==> src/hdl/imh_pkg.sv <==
// Shared package for the indexed min-heap.
// It holds the default sizes, the request and status codes, and the command
// and status structs between the controller and the datapath. No dependencies.
`default_nettype none
package imh_pkg;
    localparam int CAPACITY_DEF  = 64;
    localparam int KEY_BITS_DEF  = 32;
    localparam int ID_BITS       = 6;
    localparam int ID_COUNT      = 64;
    localparam int KEY_PORT_BITS = 32;
    localparam int OCC_BITS      = 7;
    localparam int REQ_BITS      = 2;
    localparam int STATUS_BITS   = 2;

    localparam logic [REQ_BITS-1:0] REQ_INSERT  = 2'd0;
    localparam logic [REQ_BITS-1:0] REQ_EXTRACT = 2'd1;
    localparam logic [REQ_BITS-1:0] REQ_REPLACE = 2'd2;
    localparam logic [REQ_BITS-1:0] REQ_NONE    = 2'd3;

    localparam logic [STATUS_BITS-1:0] ST_OK     = 2'd0;
    localparam logic [STATUS_BITS-1:0] ST_FULL   = 2'd1;
    localparam logic [STATUS_BITS-1:0] ST_EMPTY  = 2'd2;
    localparam logic [STATUS_BITS-1:0] ST_ABSENT = 2'd3;

    typedef enum logic [3:0] {
        DP_NOP,
        DP_INS,
        DP_REP_RD,
        DP_REP_SET,
        DP_EXT_RD,
        DP_EXT_TAKE,
        DP_UP_RD,
        DP_UP_STEP,
        DP_DN_RD,
        DP_DN_STEP,
        DP_PLACE
    } t_dp_op;

    typedef struct packed {
        t_dp_op                 op;
        logic                   fin;
        logic                   fin_ext;
        logic [STATUS_BITS-1:0] fin_status;
    } t_cmd;

    typedef struct packed {
        logic hit;
        logic full;
        logic empty;
        logic last_one;
        logic at_root;
        logic up_less;
        logic dn_has;
        logic dn_gt;
    } t_sts;
endpackage
`default_nettype wire

==> src/hdl/imh_ctrl.sv <==
// Controller state machine of the indexed min-heap.
// It sequences the sift walks and issues datapath commands; uses imh_pkg.
`default_nettype none
module imh_ctrl (
    input  wire                                   i_clk,
    input  wire                                   i_rst_n,
    input  wire                                   start,
    input  wire  [imh_pkg::REQ_BITS-1:0]          i_req_type,
    input  imh_pkg::t_sts                         i_sts,
    output imh_pkg::t_cmd                         o_cmd,
    output logic                                  busy
);
    typedef enum logic [7:0] {
        S_IDLE   = 8'b0000_0001,
        S_POS    = 8'b0000_0010,
        S_EXT    = 8'b0000_0100,
        S_FIN    = 8'b0000_1000,
        S_UP_RD  = 8'b0001_0000,
        S_UP_CMP = 8'b0010_0000,
        S_DN_RD  = 8'b0100_0000,
        S_DN_CMP = 8'b1000_0000
    } t_state;

    t_state r_state, n_state;
    logic   r_rep, n_rep;
    logic   r_ext, n_ext;

    always_comb begin
        n_state = r_state;
        n_rep   = r_rep;
        n_ext   = r_ext;
        o_cmd   = '{op: imh_pkg::DP_NOP, fin: 1'b0, fin_ext: 1'b0,
                    fin_status: imh_pkg::ST_OK};
        unique case (r_state)
            S_IDLE: begin
                if (start) begin
                    o_cmd.fin = 1'b1;
                    unique case (i_req_type)
                        imh_pkg::REQ_INSERT: begin
                            if (i_sts.hit || i_sts.full) begin
                                o_cmd.fin_status = imh_pkg::ST_FULL;
                            end else begin
                                o_cmd.fin = 1'b0;
                                o_cmd.op  = imh_pkg::DP_INS;
                                n_rep     = 1'b0;
                                n_ext     = 1'b0;
                                n_state   = S_UP_RD;
                            end
                        end
                        imh_pkg::REQ_EXTRACT: begin
                            if (i_sts.empty) begin
                                o_cmd.fin_status = imh_pkg::ST_EMPTY;
                            end else begin
                                o_cmd.fin = 1'b0;
                                o_cmd.op  = imh_pkg::DP_EXT_RD;
                                n_rep     = 1'b0;
                                n_ext     = 1'b1;
                                n_state   = S_EXT;
                            end
                        end
                        imh_pkg::REQ_REPLACE: begin
                            if (!i_sts.hit) begin
                                o_cmd.fin_status = imh_pkg::ST_ABSENT;
                            end else begin
                                o_cmd.fin = 1'b0;
                                o_cmd.op  = imh_pkg::DP_REP_RD;
                                n_rep     = 1'b1;
                                n_ext     = 1'b0;
                                n_state   = S_POS;
                            end
                        end
                        default: begin
                            o_cmd.fin_status = imh_pkg::ST_OK;
                        end
                    endcase
                end
            end
            S_POS: begin
                o_cmd.op = imh_pkg::DP_REP_SET;
                n_state  = S_UP_RD;
            end
            S_EXT: begin
                o_cmd.op = imh_pkg::DP_EXT_TAKE;
                n_state  = i_sts.last_one ? S_FIN : S_DN_RD;
            end
            S_FIN: begin
                o_cmd.fin     = 1'b1;
                o_cmd.fin_ext = 1'b1;
                n_state       = S_IDLE;
            end
            S_UP_RD: begin
                if (!i_sts.at_root) begin
                    o_cmd.op = imh_pkg::DP_UP_RD;
                    n_state  = S_UP_CMP;
                end else if (r_rep) begin
                    n_state = S_DN_RD;
                end else begin
                    o_cmd.op      = imh_pkg::DP_PLACE;
                    o_cmd.fin     = 1'b1;
                    o_cmd.fin_ext = r_ext;
                    n_state       = S_IDLE;
                end
            end
            S_UP_CMP: begin
                if (i_sts.up_less) begin
                    o_cmd.op = imh_pkg::DP_UP_STEP;
                    n_state  = S_UP_RD;
                end else if (r_rep) begin
                    n_state = S_DN_RD;
                end else begin
                    o_cmd.op      = imh_pkg::DP_PLACE;
                    o_cmd.fin     = 1'b1;
                    o_cmd.fin_ext = r_ext;
                    n_state       = S_IDLE;
                end
            end
            S_DN_RD: begin
                if (i_sts.dn_has) begin
                    o_cmd.op = imh_pkg::DP_DN_RD;
                    n_state  = S_DN_CMP;
                end else begin
                    o_cmd.op      = imh_pkg::DP_PLACE;
                    o_cmd.fin     = 1'b1;
                    o_cmd.fin_ext = r_ext;
                    n_state       = S_IDLE;
                end
            end
            S_DN_CMP: begin
                if (i_sts.dn_gt) begin
                    o_cmd.op = imh_pkg::DP_DN_STEP;
                    n_state  = S_DN_RD;
                end else begin
                    o_cmd.op      = imh_pkg::DP_PLACE;
                    o_cmd.fin     = 1'b1;
                    o_cmd.fin_ext = r_ext;
                    n_state       = S_IDLE;
                end
            end
            default: begin
                n_state = S_IDLE;
            end
        endcase
    end

    always_ff @(posedge i_clk) begin
        if (!i_rst_n) begin
            r_state <= S_IDLE;
            r_rep   <= 1'b0;
            r_ext   <= 1'b0;
        end else begin
            r_state <= n_state;
            r_rep   <= n_rep;
            r_ext   <= n_ext;
        end
    end

    assign busy = (r_state != S_IDLE);
endmodule
`default_nettype wire

==> config.mk <==
export PLATFORM = sky130hd
export DESIGN_NAME = imh_ctrl
export DESIGN_NICKNAME = d
export VERILOG_FILES = /design/src/hdl/imh_pkg.sv /design/src/hdl/imh_ctrl.sv
export SDC_FILE = /design/constraint.sdc
export NUM_CORES = 1
export LEC_CHECK = 0
export ABC_AREA = 1
export BUFFER_PORTS_ARGS = -buffer_cell sky130_fd_sc_hd__buf_2
export CORE_ASPECT_RATIO = 1.25
export CORE_MARGIN = 5
export CORE_UTILIZATION = 49
export CTS_CLUSTER_DIAMETER = 80
export DETAILED_ROUTE_END_ITERATION = 16
export PLACE_DENSITY = 0.85
export SLEW_MARGIN = 20
export SYNTH_ARGS = -nofsm -noshare
export SYNTH_HDL_FRONTEND = slang
export SYNTH_SLANG_ARGS = --single-unit
==> constraint.sdc <==
create_clock -name i_clk -period 1.1 [get_ports i_clk]
set_clock_uncertainty 0.05 [all_clocks]
set_input_delay 0.165 -clock i_clk [delete_from_list [all_inputs] [get_ports i_clk]]
set_output_delay 0.165 -clock i_clk [all_outputs]
set_load 0.005 [all_outputs]
==> metrics.cfg <==
[setup_path]
worst_r2r_path_depth = 8
cpPeakStageDelay_ns = 0.35
worst_path_max_delay_cell = dfxtp_2
cp.required_ns = 0.88
cp-end-kind = output pin
critical_path_class = register to output pin
crit_chain = inv_1 > nand2_2 > nor2_4 > nand4_1 > nand2_1 > nor2_1 > nand2_1 > buf_2
cp.arrival_ns = 1.44
worst-path-max-fanout = 3
reg2reg_to = r_state[4]
cp-start-kind = register
r2r_start = r_state[4]
crit_top_cell = nand2_1
regToRegSetupSlack_ns = -0.30

[drt]
routed_wl_mm = 3.686
first_pass_iters = 4
drt_iter0_markers = 65
viasPerCell = 5.424
drc = 0
postRouteAntennaNets = 0
wire_per_inst_um = 14.74
vias = 1356

[synth]
syn_area_mm2 = 0.001071
synth_common_cells = 40 x nand2_1, 31 x nor2_1, 20 x inv_1, 14 x nand3_1, 10 x dfxtp_1
synth_cell_type_count = 25
ys_seq_area_share_pct = 18.69
post-synth-top-area-cell = dfxtp_1
yosysMostFrequentCell = nand2_1
synth.area.top_cells = dfxtp_1 19%, nand2_1 14%, nor2_1 11%
avgSynthCellArea_um2 = 6.300
synth_cells = 170
syn_nets = 187
synth-seq-cells = 10
synth_enable_flop_cells = 0
synth_top_flop_cell = dfxtp_1
synth_top_cell_area_share_pct = 18.69
synth_warnings = 0
postSynth.asyncResetShare_pct = 0

[timing]
tightest_slew_ns = 0.3241
max_slew_margin_pct = 78.37
slew_viol_final = 0
post-route-worst-setup-slack_ns = -0.5533
setup_viol = 18
fin_hold_ws_ns = 0.1239
fmax_mhz = 604.9
grt_setup_unrepaired = true
post-route-min-period_ns = 1.653
tns_ns = -6.768
period_share_pct = 150.3
hold_violations = 0

[final_layout]
antenna_cells = 0
area_growth_pct = 62.27
final_nets = 247
layout-drive-gt1-share_pct = 59.39
design_area_mm2 = 0.001738
final_cell_count_no_fill = 250

[grt]
overflow = 0
grt_max_degree = 7
grt_pass1_vias = 1322
grt_pass1_wl_mm = 5.575
track_usage_pct = 22.53
antenna_found_initial = 0

[status]
violations = negative setup slack
outcome = finished with violations

[flow_run]
drv_cap = 0

[place]
place_area_mm2 = 0.001428
gp_congestion = 0.8987
portBuffers = 21
dp_hpwl_mm = 2.368
post-place-ws_ns = -0.2860
dpl.cell_count = 236

[power]
netSwitchingFraction_pct = 41.49
clkPwrFrac_pct = 18.3
combPwrFrac_pct = 59.1
seqPwrFrac_pct = 22.6
max-vdd-ir-drop_v = 0.0009083
p_switching_uw = 801.1
power.internal_mw = 1.130
power_density_mw_per_mm2 = 1111
power_leakage_nw = 0.8973

[clocking]
cts_buffers = 3
clk_pin_slew_ns = 0.07
cts_buffer_depth = 2
cts_tree = done
clk_latency_ns = 0.28
htree_levels = 1
cts_hold_buffers = 0
cts.sinks = 10
root_buffer = clkbuf_4

[floorplan]
die_w_um = 51.82
die_h_um = 62.27
row_count = 19
core-area_mm2 = 0.002140
dieArea_mm2 = 0.003227
io_pins = 22
initial_core_util_pct = 50.06

[worst_hold_path]
holdCritStartpoint = i_rst_n
min_to = r_ext
min_path_cells = 3
hold_path_class = input port to register

-- area by class of cell --
type,count,area (um2)
Multi-Input combinational cell,134,939.7
Fill cell,138,401.6
Timing Repair Buffer,55,400.4
Sequential cell,10,220.2
Inverter,25,106.4
Clock buffer,4,36.28
Tap cell,21,26.28
Timing Repair inverter,1,8.758
-- flip-flops by register name, indices dropped and copies added, names as in the netlist --
| register | cells |
|---|---|
| r_rep | 1 |
| r_ext | 1 |
| r_state | 8 |
-- power by group through the flow --
stage                     clock (mW)  sequential, mW  combinational [mW]
after floorplan                    0           0.440               0.520
after global placement             0           0.444               0.776
after detailed placement           0           0.446               0.791
after CTS                      0.356           0.438               0.985
after global routing           0.369           0.440                1.23
final                          0.352           0.437                1.14
-- layout by cell type, fill, tap and decap left out, types with 2 or more instances in the layout --
| cell type | n |
|---|---|
| a21oi_2 | 2 |
| buf_2 | 20 |
| buf_4 | 25 |
| buf_6 | 10 |
| clkbuf_4 | 3 |
| dfxtp_1 | 2 |
| dfxtp_2 | 4 |
| dfxtp_4 | 4 |
| ha_1 | 2 |
| inv_1 | 14 |
| inv_2 | 8 |
| inv_4 | 2 |
| nand2_1 | 32 |
| nand2_2 | 11 |
| nand2_4 | 6 |
| nand3_1 | 13 |
| nand3_2 | 8 |
| nand3_4 | 3 |
| nand4_1 | 4 |
| nor2_1 | 22 |
| nor2_2 | 4 |
| nor2_4 | 13 |
| nor3_2 | 2 |
| o21ai_2 | 3 |
-- worst max-delay path: cells and delay by family, from the launching register on --
family | cells | cell delay [ns]
and+or+nand+nor | 6 | 0.59
DFF | 1 | 0.35
buffers and inverters | 2 | 0.22
-- worst max-delay path by stage --
| stage | from | endpoint | slack, ns | cells after the start |
|---|---|---|---|---|
| 2_1_floorplan | r_state[1] | o_cmd[3] | -0.10 | 8 |
| 3_3_place_gp | i_req_type[0] | o_cmd[3] | -0.28 | 10 |
| 3_5_place_dp | i_req_type[0] | o_cmd[3] | -0.29 | 10 |
| 4_1_cts | r_state[6] | o_cmd[4] | -0.54 | 8 |
| 5_1_grt | r_state[4] | o_cmd[2] | -0.65 | 8 |
| 6_report | r_state[4] | o_cmd[2] | -0.55 | 8 |
-- routing by layer --
layer / track usage (%) / wire length (um) / share of wire, %
met5: 0 / 0 / 0
met4: 11.80 / 172 / 4.7
met3: 3.110 / 218 / 5.9
met2: 39.97 / 2039 / 55
met1: 24.93 / 1255 / 34
-- timing repair --
action,4_1_cts,5_1_grt
pin swaps,14,10
buffers inserted,5,5
resized for setup,31,29
setup endpoints to repair,19,19
gates cloned,1,0
hold endpoints to repair,0,0
-- through the flow --
stage               utilization [%]  power, mW
floorplan                         -     0.9595
finish                        81.23      1.931
CTS                           74.56      1.778
detailed placement            66.73      1.237
global placement              66.73      1.220
global route                  81.23      2.043
-- kinds of logic after synthesis --
kind of cell,share of synthesized area (%)
and+or+nand+nor,61.21
buffers and inverters,10.86
DFF,18.69
AOI/OAI and AO/OA,4.556
adders and majority gates,4.673
No activity file was read; power rests on OpenSTA's default activity.
